[src/rtl/dhcprr_pkg.sv]
// Shared types, constants and the reply word builder for the DHCP reply responder.
// No dependencies; every other file of the block imports this package.
package dhcprr_pkg;

    // Packet and reply geometry
    localparam int MAX_PACKET_BYTES_DEF = 2048;
    localparam int REPLY_BYTES          = 300;
    localparam int REPLY_WORDS          = (REPLY_BYTES + 7) / 8;
    localparam int WORD_CNT_W           = $clog2(REPLY_WORDS);
    localparam int LAST_WORD_BYTES      = REPLY_BYTES - 8 * (REPLY_WORDS - 1);
    localparam int MIN_REQUEST_BYTES    = 240;
    localparam int OPTIONS_START        = 240;

    // Request fields
    localparam logic [7:0]  BOOTREQUEST    = 8'd1;
    localparam logic [15:0] MSG_TYPE_PAIR  = 16'h3501;
    localparam logic [7:0]  MSG_DISCOVER   = 8'd1;

    // Reply bytes
    localparam logic [7:0] BOOTREPLY      = 8'd2;
    localparam logic [7:0] HTYPE_ETHER    = 8'd1;
    localparam logic [7:0] HLEN_ETHER     = 8'd6;
    localparam logic [7:0] MAGIC_0        = 8'd99;
    localparam logic [7:0] MAGIC_1        = 8'd130;
    localparam logic [7:0] MAGIC_2        = 8'd83;
    localparam logic [7:0] MAGIC_3        = 8'd99;
    localparam logic [7:0] OPT_MSG_TYPE   = 8'h35;
    localparam logic [7:0] OPT_SUBNET     = 8'd1;
    localparam logic [7:0] OPT_ROUTER     = 8'd3;
    localparam logic [7:0] OPT_SERVER_ID  = 8'd54;
    localparam logic [7:0] OPT_LEASE      = 8'd51;
    localparam logic [7:0] OPT_END        = 8'hFF;
    localparam logic [7:0] OPT_LEN_1      = 8'd1;
    localparam logic [7:0] OPT_LEN_4      = 8'd4;
    localparam logic [7:0] MSG_OFFER      = 8'd2;
    localparam logic [7:0] MSG_ACK        = 8'd5;

    // Configuration register indexes
    localparam int CFG_IDX_W = 3;
    localparam logic [CFG_IDX_W-1:0] CFG_OFFERED_ADDR = 3'd0;
    localparam logic [CFG_IDX_W-1:0] CFG_SUBNET_MASK  = 3'd1;
    localparam logic [CFG_IDX_W-1:0] CFG_ROUTER_ADDR  = 3'd2;
    localparam logic [CFG_IDX_W-1:0] CFG_LEASE_SECS   = 3'd3;

    localparam logic [31:0] OFFERED_ADDR_RST = 32'd3232236564;
    localparam logic [31:0] SUBNET_MASK_RST  = 32'd4294967040;
    localparam logic [31:0] ROUTER_ADDR_RST  = 32'd3232236545;
    localparam logic [31:0] LEASE_SECS_RST   = 32'd6528;

    // Reply request handed from the parser to the word generator
    typedef struct packed {
        logic        start;
        logic [31:0] xid;
        logic [47:0] chaddr;
        logic        offer;
    } reply_req_t;

    typedef struct packed {
        logic [31:0] offered_addr;
        logic [31:0] subnet_mask;
        logic [31:0] router_addr;
        logic [31:0] lease_secs;
    } reply_cfg_t;

    // One big-endian 64-bit word of the reply; all words not listed are zero
    function automatic logic [63:0] reply_word(
        input logic [WORD_CNT_W-1:0] idx,
        input reply_req_t            req,
        input reply_cfg_t            cfg
    );
        logic [7:0]  mtype;
        logic [63:0] w;
        mtype = req.offer ? MSG_OFFER : MSG_ACK;
        case (idx)
            // bytes 0..7: op, htype, hlen, hops, xid
            6'd0:  w = {BOOTREPLY, HTYPE_ETHER, HLEN_ETHER, 8'd0, req.xid};
            // bytes 16..23: yiaddr, siaddr
            6'd2:  w = {cfg.offered_addr, 32'd0};
            // bytes 24..31: giaddr, chaddr high
            6'd3:  w = {32'd0, req.chaddr[47:16]};
            // bytes 32..39: chaddr low
            6'd4:  w = {req.chaddr[15:0], 48'd0};
            // bytes 232..239: magic cookie in the lower half
            6'd29: w = {32'd0, MAGIC_0, MAGIC_1, MAGIC_2, MAGIC_3};
            // bytes 240..247
            6'd30: w = {OPT_MSG_TYPE, OPT_LEN_1, mtype, OPT_SUBNET, OPT_LEN_4,
                        cfg.subnet_mask[31:8]};
            // bytes 248..255
            6'd31: w = {cfg.subnet_mask[7:0], OPT_ROUTER, OPT_LEN_4,
                        cfg.router_addr, OPT_SERVER_ID};
            // bytes 256..263
            6'd32: w = {OPT_LEN_4, cfg.router_addr, OPT_LEASE, OPT_LEN_4,
                        cfg.lease_secs[31:24]};
            // bytes 264..271
            6'd33: w = {cfg.lease_secs[23:0], OPT_END, 32'd0};
            default: w = 64'd0;
        endcase
        return w;
    endfunction

endpackage

[src/rtl/dhcp_reply_responder_top.sv]
// DHCP reply responder top level: configuration registers, request parser and
// reply word generator. Depends on dhcprr_pkg, dhcprr_parser and dhcprr_reply_gen.
//
// Usage:
//   Input channel (s_): one request payload byte per beat, s_end_of_packet high
//   on the final byte. A byte is taken in every cycle while s_ready is high.
//   Result channel (m_): a 300-byte reply as 38 big-endian 64-bit words,
//   m_valid_bytes is 8 except 4 on the word with m_last_word high.
//   A reply follows only a request of at least 240 bytes whose first byte is 1;
//   a DISCOVER (or no message type) gets an OFFER, anything else an ACK.
//   Reply timing: accepting the final request byte loads the sequencer, which then
//   registers the first reply word on m_; words follow one per cycle while m_ready
//   is high. Throughput: one request byte per cycle. The word sequencer holds one
//   reply at a time, so a final byte that arrives while a reply is still being
//   streamed waits (s_ready low for that beat only) until the sequencer frees.
//   Other bytes of the next request keep flowing while a reply streams.
//   Stall: when m_ready is low the output register holds its word and the
//   sequencer pauses; the parser keeps taking bytes.
//   Reset: aresetn (synchronous, active low) clears packet state, drops any reply
//   in flight and loads default addresses and lease.
//   Configuration: cfg_wr_en writes cfg_data to register cfg_index (0 offered
//   address, 1 subnet mask, 2 server address, 3 lease seconds); others ignored.
module dhcp_reply_responder_top #(
    parameter int MAX_PACKET_BYTES = dhcprr_pkg::MAX_PACKET_BYTES_DEF
) (
    input  logic                               aclk,
    input  logic                               aresetn,
    input  logic                               cfg_wr_en,
    input  logic [dhcprr_pkg::CFG_IDX_W-1:0]   cfg_index,
    input  logic [31:0]                        cfg_data,
    input  logic                               s_valid,
    output logic                               s_ready,
    input  logic [7:0]                         s_data_byte,
    input  logic                               s_end_of_packet,
    output logic                               m_valid,
    input  logic                               m_ready,
    output logic [63:0]                        m_reply_word,
    output logic [3:0]                         m_valid_bytes,
    output logic                               m_last_word
);
    import dhcprr_pkg::*;

    reply_cfg_t cfg_reg;
    reply_req_t req;
    logic       gen_busy;
    logic       byte_accept;

    // Configuration registers; write them only while no reply is in flight
    always_ff @(posedge aclk) begin
        if (!aresetn) begin
            cfg_reg.offered_addr <= OFFERED_ADDR_RST;
            cfg_reg.subnet_mask  <= SUBNET_MASK_RST;
            cfg_reg.router_addr  <= ROUTER_ADDR_RST;
            cfg_reg.lease_secs   <= LEASE_SECS_RST;
        end else if (cfg_wr_en) begin
            case (cfg_index)
                CFG_OFFERED_ADDR: cfg_reg.offered_addr <= cfg_data;
                CFG_SUBNET_MASK:  cfg_reg.subnet_mask  <= cfg_data;
                CFG_ROUTER_ADDR:  cfg_reg.router_addr  <= cfg_data;
                CFG_LEASE_SECS:   cfg_reg.lease_secs   <= cfg_data;
                default: ;
            endcase
        end
    end

    // Hold back only a final byte while the sequencer still owns a reply
    assign s_ready     = !(gen_busy && s_end_of_packet);
    assign byte_accept = s_valid && s_ready;

    dhcprr_parser #(
        .MAX_PACKET_BYTES (MAX_PACKET_BYTES)
    ) u_parser (
        .aclk          (aclk),
        .aresetn       (aresetn),
        .byte_accept   (byte_accept),
        .data_byte     (s_data_byte),
        .end_of_packet (s_end_of_packet),
        .req           (req)
    );

    dhcprr_reply_gen u_reply_gen (
        .aclk          (aclk),
        .aresetn       (aresetn),
        .req           (req),
        .cfg           (cfg_reg),
        .busy          (gen_busy),
        .m_valid       (m_valid),
        .m_ready       (m_ready),
        .m_reply_word  (m_reply_word),
        .m_valid_bytes (m_valid_bytes),
        .m_last_word   (m_last_word)
    );

endmodule

[src/rtl/dhcprr_parser.sv]
// Request byte parser: tracks position and captures xid, chaddr and message type.
// Depends on dhcprr_pkg; raises a reply request on the last byte of a valid request.
module dhcprr_parser #(
    parameter int MAX_PACKET_BYTES = dhcprr_pkg::MAX_PACKET_BYTES_DEF
) (
    input  logic                    aclk,
    input  logic                    aresetn,
    input  logic                    byte_accept,
    input  logic [7:0]              data_byte,
    input  logic                    end_of_packet,
    output dhcprr_pkg::reply_req_t  req
);
    import dhcprr_pkg::*;

    localparam int POS_W = $clog2(MAX_PACKET_BYTES);
    localparam logic [POS_W-1:0] POS_TOP = POS_W'(MAX_PACKET_BYTES - 1);

    logic [POS_W-1:0] pos_reg, pos_next;
    logic [7:0]       first_reg, first_next;
    logic [31:0]      xid_reg, xid_next;
    logic [47:0]      chaddr_reg, chaddr_next;
    logic             found_reg, found_next;
    logic [7:0]       mtype_reg, mtype_next;
    logic [15:0]      prev_reg, prev_next;
    logic             len_ok;

    always_comb begin
        first_next  = (pos_reg == '0) ? data_byte : first_reg;
        xid_next    = xid_reg;
        chaddr_next = chaddr_reg;
        found_next  = found_reg;
        mtype_next  = mtype_reg;
        if (pos_reg >= POS_W'(4) && pos_reg <= POS_W'(7)) begin
            xid_next = {xid_reg[23:0], data_byte};
        end
        if (pos_reg >= POS_W'(28) && pos_reg <= POS_W'(33)) begin
            chaddr_next = {chaddr_reg[39:0], data_byte};
        end
        if (!found_reg && pos_reg >= POS_W'(OPTIONS_START + 2) &&
            prev_reg == MSG_TYPE_PAIR) begin
            mtype_next = data_byte;
            found_next = 1'b1;
        end
        prev_next = {prev_reg[7:0], data_byte};
        pos_next  = (pos_reg < POS_TOP) ? pos_reg + POS_W'(1) : pos_reg;
    end

    // Length is pos + 1, so at least the minimum once pos reaches minimum - 1
    assign len_ok = pos_reg >= POS_W'(MIN_REQUEST_BYTES - 1);

    always_comb begin
        req.start  = byte_accept && end_of_packet && len_ok && (first_next == BOOTREQUEST);
        req.xid    = xid_next;
        req.chaddr = chaddr_next;
        req.offer  = (mtype_next == MSG_DISCOVER);
    end

    always_ff @(posedge aclk) begin
        if (!aresetn) begin
            pos_reg    <= '0;
            first_reg  <= '0;
            xid_reg    <= '0;
            chaddr_reg <= '0;
            found_reg  <= 1'b0;
            mtype_reg  <= MSG_DISCOVER;
            prev_reg   <= '0;
        end else if (byte_accept) begin
            if (end_of_packet) begin
                // Clear all packet state, reply or not
                pos_reg    <= '0;
                first_reg  <= '0;
                xid_reg    <= '0;
                chaddr_reg <= '0;
                found_reg  <= 1'b0;
                mtype_reg  <= MSG_DISCOVER;
                prev_reg   <= '0;
            end else begin
                pos_reg    <= pos_next;
                first_reg  <= first_next;
                xid_reg    <= xid_next;
                chaddr_reg <= chaddr_next;
                found_reg  <= found_next;
                mtype_reg  <= mtype_next;
                prev_reg   <= prev_next;
            end
        end
    end

endmodule

[src/rtl/dhcprr_reply_gen.sv]
// Reply word sequencer: holds one reply request and streams its words through an
// output register. Depends on dhcprr_pkg for the request type and word builder.
module dhcprr_reply_gen (
    input  logic                    aclk,
    input  logic                    aresetn,
    input  dhcprr_pkg::reply_req_t  req,
    input  dhcprr_pkg::reply_cfg_t  cfg,
    output logic                    busy,
    output logic                    m_valid,
    input  logic                    m_ready,
    output logic [63:0]             m_reply_word,
    output logic [3:0]              m_valid_bytes,
    output logic                    m_last_word
);
    import dhcprr_pkg::*;

    localparam logic [WORD_CNT_W-1:0] LAST_IDX = WORD_CNT_W'(REPLY_WORDS - 1);

    logic                  active_reg;
    logic [WORD_CNT_W-1:0] cnt_reg;
    reply_req_t            hold_reg;
    logic                  m_valid_reg;
    logic [63:0]           word_reg;
    logic [3:0]            nbytes_reg;
    logic                  last_reg;
    logic                  load;
    logic                  cnt_last;

    assign cnt_last = (cnt_reg == LAST_IDX);
    assign load     = active_reg && (!m_valid_reg || m_ready);
    assign busy     = active_reg;

    always_ff @(posedge aclk) begin
        if (!aresetn) begin
            active_reg  <= 1'b0;
            cnt_reg     <= '0;
            m_valid_reg <= 1'b0;
        end else begin
            if (req.start && !active_reg) begin
                active_reg <= 1'b1;
                cnt_reg    <= '0;
            end else if (load) begin
                cnt_reg <= cnt_last ? '0 : cnt_reg + WORD_CNT_W'(1);
                if (cnt_last) begin
                    active_reg <= 1'b0;
                end
            end
            if (load) begin
                m_valid_reg <= 1'b1;
            end else if (m_ready) begin
                m_valid_reg <= 1'b0;
            end
        end
    end

    always_ff @(posedge aclk) begin
        if (req.start && !active_reg) begin
            hold_reg <= req;
        end
        if (load) begin
            word_reg   <= reply_word(cnt_reg, hold_reg, cfg);
            nbytes_reg <= cnt_last ? 4'(LAST_WORD_BYTES) : 4'd8;
            last_reg   <= cnt_last;
        end
    end

    assign m_valid       = m_valid_reg;
    assign m_reply_word  = word_reg;
    assign m_valid_bytes = nbytes_reg;
    assign m_last_word   = last_reg;

    a_no_start_while_busy: assert property (@(posedge aclk) disable iff (!aresetn)
        !(req.start && active_reg))
        else $error("reply request arrived while a reply was streaming");

    a_cnt_range: assert property (@(posedge aclk) disable iff (!aresetn)
        cnt_reg <= LAST_IDX)
        else $error("word counter out of range");

    a_idle_cnt_zero: assert property (@(posedge aclk) disable iff (!aresetn)
        !active_reg |-> cnt_reg == '0)
        else $error("word counter not parked while idle");

    a_end_on_last: assert property (@(posedge aclk) disable iff (!aresetn)
        $fell(active_reg) |-> m_valid_reg && last_reg)
        else $error("reply ended without a last word");

endmodule

[config.mk]
export PLATFORM = sky130hd
export DESIGN_NAME = dhcp_reply_responder_top
export DESIGN_NICKNAME = d
export VERILOG_FILES = /design/src/rtl/dhcprr_pkg.sv /design/src/rtl/dhcp_reply_responder_top.sv /design/src/rtl/dhcprr_parser.sv /design/src/rtl/dhcprr_reply_gen.sv
export SDC_FILE = /design/constraint.sdc
export NUM_CORES = 1
export LEC_CHECK = 0
export BUFFER_PORTS_ARGS = -buffer_cell sky130_fd_sc_hd__buf_2
export CAP_MARGIN = 20
export CORE_MARGIN = 2
export CORE_UTILIZATION = 40
export CTS_CLUSTER_SIZE = 25
export DETAILED_ROUTE_END_ITERATION = 16
export SETUP_SLACK_MARGIN = 0.5
export SKIP_LAST_GASP = 1
export SYNTH_ARGS = -nofsm -noshare
export SYNTH_HDL_FRONTEND = slang
export SYNTH_SLANG_ARGS = --single-unit
[constraint.sdc]
create_clock -name aclk -period 4.6 [get_ports aclk]
set_clock_uncertainty 0.15 [all_clocks]
set_input_delay 0.92 -clock aclk [delete_from_list [all_inputs] [get_ports aclk]]
set_output_delay 0.92 -clock aclk [all_outputs]
set_load 0.02 [all_outputs]
== Yosys cells after proc, flatten, opt, wreduce, memory -nomap -nowiden ==
Index checks and enable logic that the tools add are counted.
Storage, ports and cells
  ROM bits: 0
  memories kept: 0
  bits in latches: 0
  output and inout bits: 71
  bits in writable memories: 0
  register bits: 410
  input bits: 49
  logic and storage cells: 99
Operators by class
  shift-type cells: 0
  mux-type cells: 22
  $lt $le $gt $ge: 7
  reductions and logical operators: 32
  equal/unequal tests: 15
  multiply operators: 0
  add/subtract/negate cells: 2
  div/mod/pow operators: 0
  bitwise gates (word level): 1
Operator list (number)
  64-bit one-hot mux with 9 select lines: 1
  48-bit two-way mux: 2
  32-bit two-way mux: 2
  8-bit two-way mux: 4
  11-bit by 8-bit >= comparator with 1-bit output (second input constant): 2
  11-bit two-way mux: 2
  6-bit by 5-bit equality test with 1-bit output (second input constant): 3
  6-bit equality test (second input constant): 3
  16-bit by 14-bit equality test with 1-bit output (second input constant): 1
  8-bit by 1-bit equality test with 1-bit output (second input constant): 2
  16-bit two-way mux: 1
  2-bit AND reduction: 7
  6-bit by 2-bit equality test with 1-bit output (second input constant): 2
  11-bit by 1-bit adder with 11-bit output (second input constant): 1
  11-bit by 3-bit >= comparator with 1-bit output (second input constant): 1
  11-bit by 5-bit >= comparator with 1-bit output (second input constant): 1
  11-bit by 3-bit less-or-equal comparator with 1-bit output (second input constant): 1
  11-bit by 6-bit less-or-equal comparator with 1-bit output (second input constant): 1
  1-bit logical AND: 11
  11-bit zero test: 1
  11-bit less-than comparator (second input constant): 1
  2-bit nonzero test: 5
  1-bit two-way mux: 7
  6-bit by 1-bit adder with 6-bit output (second input constant): 1
  12 further kinds: 16

== Depth between registers and ports, before layout ==
Gate-level depths: netlist (run 1).
  depth after elaboration: 9
  mapped depth: 9
  gate-level depth less buffers: 7

== Cells and area by module ==
From an unflattened synthesis (run 1), not the netlist that was laid out.
Second synthesis, totals
  cells, all modules: 1767
  area total of the unflattened synthesis: 18527.8 sq um
By module, submodules not included
  dhcprr_parser: sequential area each 2482.4 sq um, cells each 810, times used 1, area each 7018.0 sq um
  dhcprr_reply_gen: sequential area each 4574.4 sq um, cells each 468, times used 1, area each 6515.0 sq um
  dhcp_reply_responder_top: sequential area each 2562.5 sq um, cells each 489, times used 1, area each 4994.8 sq um

== Least setup slack after synthesis (run 1) ==
No wires, ideal clock.
  kind: reg2reg
  from: reg u_parser.pos_reg[3]
  to: reg u_reply_gen.hold_reg[0] (netlist name) (enable)
  clock period less this slack: 4.061 ns
  data arrival time: 3.462 ns
  library setup time: 0.449 ns
  buffers on the path: 1
  required time: 4.001 ns
  cell stages (with the launch flop): 6
  path slack: 0.539 ns
  path through: dfxtp_1 > buf_2 > or4_4 > nor4_4 > mux2i_1 > and3_1
On the way
  longest elaborated chain between the ends: 5
  elaborated cells between the ends (all ways): 7
  classes of those cells: order compare (1); eq/ne (1); mux (1); reduce/logical (4)
RTL lines
  from (decl): RTL line dhcprr_parser.sv:18  | logic [POS_W-1:0] pos_reg, pos_next;
  from (signal assigned): RTL line dhcprr_parser.sv:78  | pos_reg <= pos_next;
  parallel branches: the longest is 3 deep, another holds 11-bit by 8-bit >= comparator with 1-bit output
  1-bit logical AND (*): RTL line dhcprr_parser.sv:52  | req.start = byte_accept && end_of_packet && len_ok && (first_next == BOOTREQUEST);
  1-bit logical AND (*): RTL line dhcprr_reply_gen.sv:57  | if (req.start && !active_reg) begin
  to (signal assigned): RTL line dhcprr_reply_gen.sv:58  | hold_reg <= req;
  to (decl): RTL line dhcprr_reply_gen.sv:21  | reply_req_t hold_reg;
Mark *: on every way between the ends.
A chain may end at the register's enable or synchronous reset.

== Final worst setup path (run 1) ==
  from: reg u_parser.pos_reg[3]
  to: reg u_parser.xid_reg[12]
On the way
  longest elaborated chain between the ends: 4
  elaborated cells between the ends (all ways): 5
  classes of those cells: order compare (2); mux (2); reduce/logical (1)
RTL lines
  11-bit by 3-bit >= comparator with 1-bit output or 11-bit by 3-bit less-or-equal comparator with 1-bit output (tied branches): RTL line dhcprr_parser.sv:33  | if (pos_reg >= POS_W'(4) && pos_reg <= POS_W'(7)) begin
  1-bit logical AND (*): RTL line dhcprr_parser.sv:33
  32-bit two-way mux (*): RTL line dhcprr_parser.sv:33
  32-bit two-way mux (*): RTL line dhcprr_parser.sv:68  | if (end_of_packet) begin
  to (signal assigned): RTL line dhcprr_parser.sv:80  | xid_reg <= xid_next;
  to (decl): RTL line dhcprr_parser.sv:20  | logic [31:0] xid_reg, xid_next;
Mark *: on every way between the ends. The rest lies on a longest branch, timed or not.

==> flow_summary.yaml, run 1 <==
critical_path:
  cp-start-kind: "register"
  slowest_delay_ns: 0.81
  path_buf_inv: 1
  critPathTopFamily: "simple AND/OR/NAND/NOR gates"
  worstPathRequired_ns: 4.90
  cp.arrival_ns: 3.27
  cp_max_fo: 33
  cp_cell_sequence: "or4_4 > or2_4 > nor2_4 > o31ai_4 > buf_4 > a22o_1"
  endpoint_kind: "register"
  setup.worst_path.class: "register to register"
  slowest_stage: "nor2_4"
clocking:
  cts_setup_buffers: 0
  post_cts_resize_count: 0
  clk_pin_slew_ns: 0.06
  root_buffer: "clkbuf_16"
  cts_max_path_buffers: 3
  clk_latency_ns: 0.58
  clock_sinks: 407
  cts_max_level: 2
  ctsHoldBuffers: 0
  cts_made_buffers: 44
  cts_tree: "yes"
power_and_ir_drop:
  p_leak_nw: 7.21
  intPower_mw: 5.79
  combPwrFrac_pct: 3.8
  irDropWorstVdd_mv: 0.262
  pwr-share-seq_pct: 50.5
  p_per_area_nw_per_um2: 404
  p_sw_share_pct: 22.5
  pwr-share-clk_pct: 45.7
  p_sw_mw: 1.68
final_layout:
  antenna_cells: 0
  drive_above_1_share_pct: 19.1
  final_core_util_pct: 46.6
  largest_register_ffs: 128
  nNetsFinal: 1629
  final_common_cell: "nand2_1"
  nFillCells: 3682
  area_delta_synth_final_pct: 14.8
  mostFrequentLayoutCells: "340 x nand2_1, 260 x dfxtp_1, 147 x edfxtp_1, 133 x a21oi_1, 117 x buf_2"
logic_synthesis:
  yosysWarnings: 0
  synth-edff-count: 147
  syn_inst: 1495
  synth.distinct_cells: 62
  yosys-top-cells-area: "dfxtp_1 32%, edfxtp_1 27%, nand2_1 7.9%"
  synthMuxAreaShare_pct: 5.72
  synth_top_cell_by_area: "dfxtp_1"
  synth_top_family_by_area: "compound AO/OA/AOI/OAI gates"
  synth-simple-area-share_pct: 14.7
  yosysSeqAreaShare_pct: 59.7
  async_flop_share_pct: 0
  synth_area_um2: 16100
  ys_ff_latch: 407
  syn_avg_cell_area_um2: 10.8
  synthXorXnorAreaFrac_pct: 0.489
  synth_top_cell_area_share_pct: 32.3
  synthAdderAreaFrac_pct: 0.621
  synth_compound_area_share_pct: 15.2
  synth_top_flop_cell: "dfxtp_1"
sta:
  finalSetupTns_ns: 0
  slew_headroom_pct: 30.4
  finalHoldViolCount: 0
  period_minus_slack_ns: 2.97
  worstMarginPinSlew_ns: 1.04
  report.final.slew_viol_count: 0
  period_share_pct: 64.6
  max_freq_mhz: 337
  rsz0062_at_grt: "no"
  final-setup-viol-count: 0
run_status:
  status: "completed"
global_routing:
  grt_pass1_wl_mm: 70.6
  antenna_found_initial: 1
  first_global_vias: 11200
  grt_overflow_total: 0
  grt_util_all_layers_pct: 22.3
  grt_max_degree: 71
floorplan:
  initial_core_util_pct: 40.6
  dieArea_um2: 41900
  ios: 120
  rows: 73
  die_w_um: 205
  die_h_um: 205
  coreArea_um2: 39700
placement:
  gp_congestion: 0.839
  portBuffers: 117
  dpl.hpwl_mm: 30.9
run:
  maxCapViolCount: 0
route:
  finalWirelength_mm: 47.2
  avgRoutedWirePerCell_um: 22.1
  drt_iter0_markers: 1540
  drc: 0
  vias: 12100
  ant_nets: 0
  viasPerCell: 5.66
  dr.pass1.iters: 6
hold_path:
  hold_path.class: "register to register"
[worst reg2reg max path: cells and delay by family (launching register included)]
kind / cells / cell delay [ns]
compound gates: 2 / 0.36
flops: 1 / 0.38
simple gates: 3 / 1.68
buf+inv: 1 / 0.28
[final cells by class]
type / instances / area (µm²) / share of cell area [%]
multi-input combinational: 960 / 5970 / 32.3
clock inverter: 14 / 101 / 0.548
clock buffer: 67 / 1280 / 6.91
timing repair buffer: 145 / 821 / 4.44
inverter: 14 / 53.8 / 0.291
sequential: 407 / 9620 / 52.0
tap: 525 / 657 / 3.55
[Yosys cell counts (6+ instances only)]
cell type / count
nor2_1: 25
nor4_1: 10
buf_4: 11
clkbuf_1: 78
nor3_1: 11
o21ai_0: 7
inv_1: 13
nand3b_1: 18
nand2_1: 340
ha_1: 8
a222oi_1: 33
a221o_1: 20
nand3_1: 71
and3_1: 8
dfxtp_1: 260
a22o_1: 108
nand4_1: 7
edfxtp_1: 147
a21oi_1: 133
nor4b_1: 6
mux2_2: 80
buf_2: 18
xnor2_1: 8
a22oi_1: 11
[routing by layer]
metal	part of all wire [%]	routed length, µm	track usage (%)	up-vias
met1	45	21200	32.8	5861
met2	43	20400	33.2	508
met3	9.0	4230	3.96	76
met4	2.8	1320	7.22	0
li1	-	-	-	5613
met5	0	0	0	-
[path summary, 6_finish.rpt]
kind                        start                   end  depth (start not counted)  slack, ns
max           u_parser.pos_reg[3]  u_parser.xid_reg[12]                          6       1.63
min          u_parser.prev_reg[8]  u_parser.prev_reg[8]                          2       0.30
max reg2reg   u_parser.pos_reg[3]  u_parser.xid_reg[12]                          6       1.63
min reg2reg  u_parser.prev_reg[8]  u_parser.prev_reg[8]                          2       0.30
[logic make-up after synthesis]
kind of cell    count (synthesis)
compound gates                337
xor+xnor                        9
fa+ha+maj                       8
buf+inv                       129
flops                         407
mux                            82
other cells                     1
simple gates                  522
[stage by stage]
| step | setup slack (ns) | hold slack [ns] | area (µm²) | total power [mW] | std cells |
|---|---|---|---|---|---|
| after detailed placement | 1.29 | 0.292 | 17100 | 4.13 | 2051 |
| after global routing | 1.45 | 0.320 | 18500 | 7.69 | 2132 |
| final | 1.63 | 0.298 | 18500 | 7.48 | 2132 |
| after floorplan | 0.539 | 0.277 | 16100 | 4.00 | 1496 |
| after global placement | 1.34 | 0.288 | 17100 | 4.13 | 2051 |
| after CTS | 1.62 | 0.299 | 18500 | 7.52 | 2132 |
[power groups by stage]
stage / registers [mW] / logic [mW] / clock network [mW]
floorplan: 3.84 / 0.159 / 0
global placement: 3.85 / 0.277 / 0
detailed placement: 3.85 / 0.279 / 0
CTS: 3.77 / 0.281 / 3.47
global route: 3.77 / 0.306 / 3.61
finish: 3.77 / 0.284 / 3.42
Power figures use the tool's default switching activity.
==> run 2: changes to the inputs <==
==> constraint.sdc (replaced) <==
create_clock -name aclk -period 2.5 [get_ports aclk]
set_clock_uncertainty 0.15 [all_clocks]
set_input_delay 0.5 -clock aclk [delete_from_list [all_inputs] [get_ports aclk]]
set_output_delay 0.5 -clock aclk [all_outputs]
set_load 0.02 [all_outputs]
==> flow_summary.yaml, run 2 (same netlist as run 1, synthesis figures left out) <==
sta:
  period_share_pct: 96.0
  hold-worst-slack_ns: 0.0535
  rsz0062_at_grt: "yes"
  worstMarginPinSlew_ns: 1.05
  final-setup-viol-count: 0
  slew_headroom_pct: 30.0
  finalSetupTns_ns: 0
  finalHoldViolCount: 0
  period_minus_slack_ns: 2.40
  report.final.slew_viol_count: 0
  fin_ws_ns: 0.100
  max_freq_mhz: 417
critical_path:
  cp_max_fo: 6
  cp-start-kind: "register"
  path_buf_inv: 4
  cp.arrival_ns: 2.71
  slowest_delay_ns: 0.41
  critPathTopFamily: "simple AND/OR/NAND/NOR gates"
  endpoint_kind: "register"
  slowest_stage: "or3_4"
  crit_path_frequent_cell: "buf_6"
  worstPathRequired_ns: 2.81
  setup.worst_path.class: "register to register"
  cp_cell_sequence: "or3_4 > buf_6 > nor4_4 > buf_6 > o21ai_4 > buf_12 > clkbuf_16 > a22o_1"
clocking:
  clk_pin_slew_ns: 0.06
  cts_max_level: 2
  cts_tree: "yes"
  clk_latency_ns: 0.60
  clock_sinks: 407
  cts_max_path_buffers: 3
  ctsHoldBuffers: 0
  cts_made_buffers: 44
  root_buffer: "clkbuf_16"
power_and_ir_drop:
  p_sw_mw: 3.31
  combPwrFrac_pct: 5.5
  irDropWorstVdd_mv: 0.456
  pwr-share-seq_pct: 47.5
  pwr-share-clk_pct: 47.0
  p_sw_share_pct: 22.6
  p_per_area_nw_per_um2: 668
  totalPowerFinal_mw: 14.7
  intPower_mw: 11.3
  p_leak_nw: 8.45
final_layout:
  mostFrequentLayoutCells: "334 x nand2_1, 244 x dfxtp_1, 147 x edfxtp_1, 122 x a21oi_1, 117 x buf_2"
  multiInputGateArea_um2: 6730
  drive_above_1_share_pct: 32.6
  largest_register_ffs: 128
  area_delta_synth_final_pct: 36.2
  final_core_util_pct: 55.2
  nNetsFinal: 1806
  final_cells: 2309
  final_common_cell: "nand2_1"
  final_cell_area_um2: 21900
  nFillCells: 3299
  seq_area_um2: 9650
  antenna_cells: 0
placement:
  dp_worst_setup_slack_ns: 0.0635
  dpl.hpwl_mm: 31.7
  gp_congestion: 0.893
  portBuffers: 117
  dpl_cell_area_um2: 17900
  post-place-cells: 2110
floorplan:
  die_h_um: 205
  dieArea_um2: 41900
  coreArea_um2: 39700
  initial_core_util_pct: 40.6
  ios: 120
  die_w_um: 205
  rows: 73
route:
  dr.pass1.iters: 7
  finalWirelength_mm: 54.1
  drt_iter0_markers: 1377
  ant_nets: 0
  vias: 13200
  viasPerCell: 5.72
  drc: 0
  avgRoutedWirePerCell_um: 23.4
run_status:
  status: "completed"
global_routing:
  antenna_found_initial: 0
  grt_pass1_wl_mm: 77.2
  first_global_vias: 12400
  grt_util_all_layers_pct: 24.6
  grt_max_degree: 86
  grt_overflow_total: 0
run:
  maxCapViolCount: 0
hold_path:
  hold_path.class: "primary input to register"
-- run 2: worst reg2reg max path, cell delays in order (launching register included) --
cell	delay (ns)
dfxtp_2	0.32
or3_4	0.41
buf_6	0.13
nor4_4	0.34
buf_6	0.25
o21ai_4	0.15
buf_12	0.18
clkbuf_16	0.15
a22o_1	0.20
-- run 2: layout make-up --
class	instances	area share, %
clock buffers	60	5.62
well taps	525	2.99
repair buffers	320	15.1
inverters	14	0.285
clock inverters	21	1.36
multi-input cells	962	30.7
flip-flops and latches	407	44.0
-- run 2: what timing repair did --
item	4_1_cts	5_1_grt
resized for setup	151	110
setup endpoints to repair	328	330
endpoints found under the hold margin	0	0
pin swaps	91	104
buffers inserted	64	22
cloned	21	11
-- run 2: path summary, 6_finish.rpt --
path,startpoint,to,slack [ns],cells after the start
max,u_parser.pos_reg[8],u_parser.chaddr_reg[11],0.10,8
min,cfg_data[28],cfg_reg[60],0.05,3
max reg2reg,u_parser.pos_reg[8],u_parser.chaddr_reg[11],0.10,8
min reg2reg,u_parser.prev_reg[12],u_parser.prev_reg[12],0.31,2
-- run 2: metal layers --
metal  global-route usage [%]  share of wire, %
met5                        0                 0
met4                     10.8               4.4
met3                     5.17               9.2
met2                     39.6                47
met1                     31.9                40
-- run 2: power by group through the flow --
stage | sequential, mW | combinational [mW] | clock (mW)
global placement | 7.09 | 0.627 | 0
global route | 6.96 | 0.851 | 7.25
CTS | 6.95 | 0.756 | 6.95
finish | 6.96 | 0.809 | 6.89
detailed placement | 7.09 | 0.629 | 0
floorplan | 7.07 | 0.329 | 0
==> run 3: changes to the inputs <==
--- a/config.mk
+++ b/config.mk
@@ -7,10 +7,13 @@
 export LEC_CHECK = 0
 export BUFFER_PORTS_ARGS = -buffer_cell sky130_fd_sc_hd__buf_2
 export CAP_MARGIN = 20
+export CELL_PAD_IN_SITES_DETAIL_PLACEMENT = 0
+export CELL_PAD_IN_SITES_GLOBAL_PLACEMENT = 1
 export CORE_MARGIN = 2
 export CORE_UTILIZATION = 40
 export CTS_CLUSTER_SIZE = 25
 export DETAILED_ROUTE_END_ITERATION = 16
+export PLACE_DENSITY = 0.68
 export SETUP_SLACK_MARGIN = 0.5
 export SKIP_LAST_GASP = 1
 export SYNTH_ARGS = -nofsm -noshare
==> flow_summary.yaml, run 3 (same netlist as run 1, synthesis figures left out) <==
global_routing:
  grt_util_all_layers_pct: 25.3
  grt_max_degree: 90
  antenna_found_initial: 0
  grt_pass1_wl_mm: 78.7
  grt_overflow_total: 0
  first_global_vias: 12200
placement:
  dpl.hpwl_mm: 32.6
  gp_congestion: 0.845
  portBuffers: 117
hold_path:
  min-delay-start: "cfg_data[1]"
  hold_path.class: "primary input to register"
  whs_path_depth: 3
  whs_endpoint: "cfg_reg[1]"
critical_path:
  slowest_stage: "or4_4"
  path_buf_inv: 2
  setup.worst_path.class: "register to register"
  cp_max_fo: 8
  r2r-end: "u_reply_gen.hold_reg[65]"
  critPathTopFamily: "simple AND/OR/NAND/NOR gates"
  r2r_start: "u_parser.pos_reg[4]"
  cp_cell_sequence: "or4_4 > nor4_4 > mux2i_1 > and3_4 > buf_6 > buf_16"
  cp-start-kind: "register"
  cp.arrival_ns: 2.55
  endpoint_kind: "register"
  reg2regPathDepth: 6
  slowest_delay_ns: 0.56
  worstPathRequired_ns: 2.64
  reg2reg_setup_slack_ns: 0.09
route:
  dr.pass1.iters: 7
  drc: 0
  viasPerCell: 5.64
  ant_nets: 0
  drt_iter0_markers: 1070
  avgRoutedWirePerCell_um: 24.1
  finalWirelength_mm: 55.3
  vias: 12900
sta:
  finalHoldViolCount: 0
  final-setup-viol-count: 0
  max_freq_mhz: 415
  rsz0062_at_grt: "yes"
  report.final.slew_viol_count: 0
  worstMarginPinSlew_ns: 0.730
  period_minus_slack_ns: 2.41
  slew_headroom_pct: 51.1
  period_share_pct: 96.4
  finalSetupTns_ns: 0
floorplan:
  dieArea_um2: 41900
  initial_core_util_pct: 40.6
  ios: 120
  rows: 73
  die_h_um: 205
  die_w_um: 205
  coreArea_um2: 39700
power_and_ir_drop:
  p_per_area_nw_per_um2: 677
  p_sw_mw: 3.32
  pwr-share-clk_pct: 47.1
  pwr-share-seq_pct: 47.4
  p_sw_share_pct: 22.6
  irDropWorstVdd_mv: 0.617
  p_leak_nw: 8.37
  totalPowerFinal_mw: 14.7
  intPower_mw: 11.3
  combPwrFrac_pct: 5.5
clocking:
  clk_pin_slew_ns: 0.06
  cts_made_buffers: 44
  clock_sinks: 407
  ctsHoldBuffers: 0
  cts_tree: "yes"
  root_buffer: "clkbuf_16"
  cts_max_path_buffers: 3
  cts_max_level: 2
  clk_latency_ns: 0.59
run_status:
  status: "completed"
final_layout:
  nFillCells: 3331
  area_delta_synth_final_pct: 34.5
  largest_register_ffs: 128
  mostFrequentLayoutCells: "335 x nand2_1, 245 x dfxtp_1, 147 x edfxtp_1, 130 x a21oi_1, 117 x buf_2"
  drive_above_1_share_pct: 30.6
  final_common_cell: "nand2_1"
  nNetsFinal: 1788
  final_core_util_pct: 54.6
  multiInputGateArea_um2: 6630
  antenna_cells: 0
  seq_area_um2: 9660
run:
  maxCapViolCount: 0
[run 3: changes by cell type in the layout (fill, tap and decap cells not counted), sizes merged]
cell / change
and2: +1
clkinvlp: +1
clkbuf: -7
buf: -18
clkinv: +3
and3: +3
[run 3: cell type report]
cell class / instances / area share [%]
Timing Repair Buffer: 298 / 14.5
Tap cell: 525 / 3.03
Multi-Input combinational cell: 966 / 30.6
Clock inverter: 25 / 1.34
Sequential cell: 407 / 44.6
Clock buffer: 57 / 5.73
Inverter: 14 / 0.277
[run 3: layer usage]
layer  track usage (%)  vias to the layer above  wire length [µm]
met5                 0                        -                 0
met4              9.32                        0              1890
met3              4.07                       93              3950
met2              41.0                      498             26100
met1              34.2                     6374             23300
li1                  -                     5968                 -
[run 3: worst max path at each step]
stage,from,endpoint,slack [ns],cells after the start
final,u_parser.pos_reg[4],u_reply_gen.hold_reg[65],0.09,6
after global routing,u_parser.pos_reg[4],u_reply_gen.hold_reg[75],0.03,6
after CTS,u_parser.pos_reg[4],u_reply_gen.hold_reg[75],0.09,6
after detailed placement,u_parser.pos_reg[10],u_reply_gen.hold_reg[44],0.11,5
after global placement,u_parser.pos_reg[10],u_reply_gen.hold_reg[45],0.13,5
after floorplan,u_parser.pos_reg[3],u_reply_gen.hold_reg[0],-0.17,5
[run 3: power by group through the flow]
| stage | registers (mW) | logic [mW] | clock network, mW |
|---|---|---|---|
| floorplan | 7.07 | 0.329 | 0 |
| global placement | 7.09 | 0.618 | 0 |
| detailed placement | 7.10 | 0.620 | 0 |
| CTS | 6.95 | 0.758 | 6.97 |
| global route | 6.95 | 0.843 | 7.24 |
| finish | 6.95 | 0.805 | 6.91 |
[run 3: worst reg2reg max path, delay by kind of cell, from the launching register on]
family	cells	cell delay, ns
buffers and inverters	2	0.25
DFF	1	0.33
muxes	1	0.30
and+or+nand+nor	3	1.10
[run 3: stage by stage]
stage	hold slack [ns]	instance area, µm²	instances	worst slack (ns)
2_1_floorplan	0.277	16300	1496	-0.166
3_3_place_gp	0.289	17800	2094	0.132
3_5_place_dp	0.294	17800	2094	0.109
4_1_cts	0.0525	21100	2260	0.0932
5_1_grt	0.0795	21700	2292	0.0317
6_report	0.0805	21700	2292	0.0902
[run 3: repair_timing]
action / 4_1_cts / 5_1_grt
setup endpoints to repair: 329 / 307
buffers inserted: 53 / 24
endpoints found under the hold margin: 0 / 0
gates resized for setup: 125 / 87
pin swaps: 53 / 53
cloned: 31 / 8
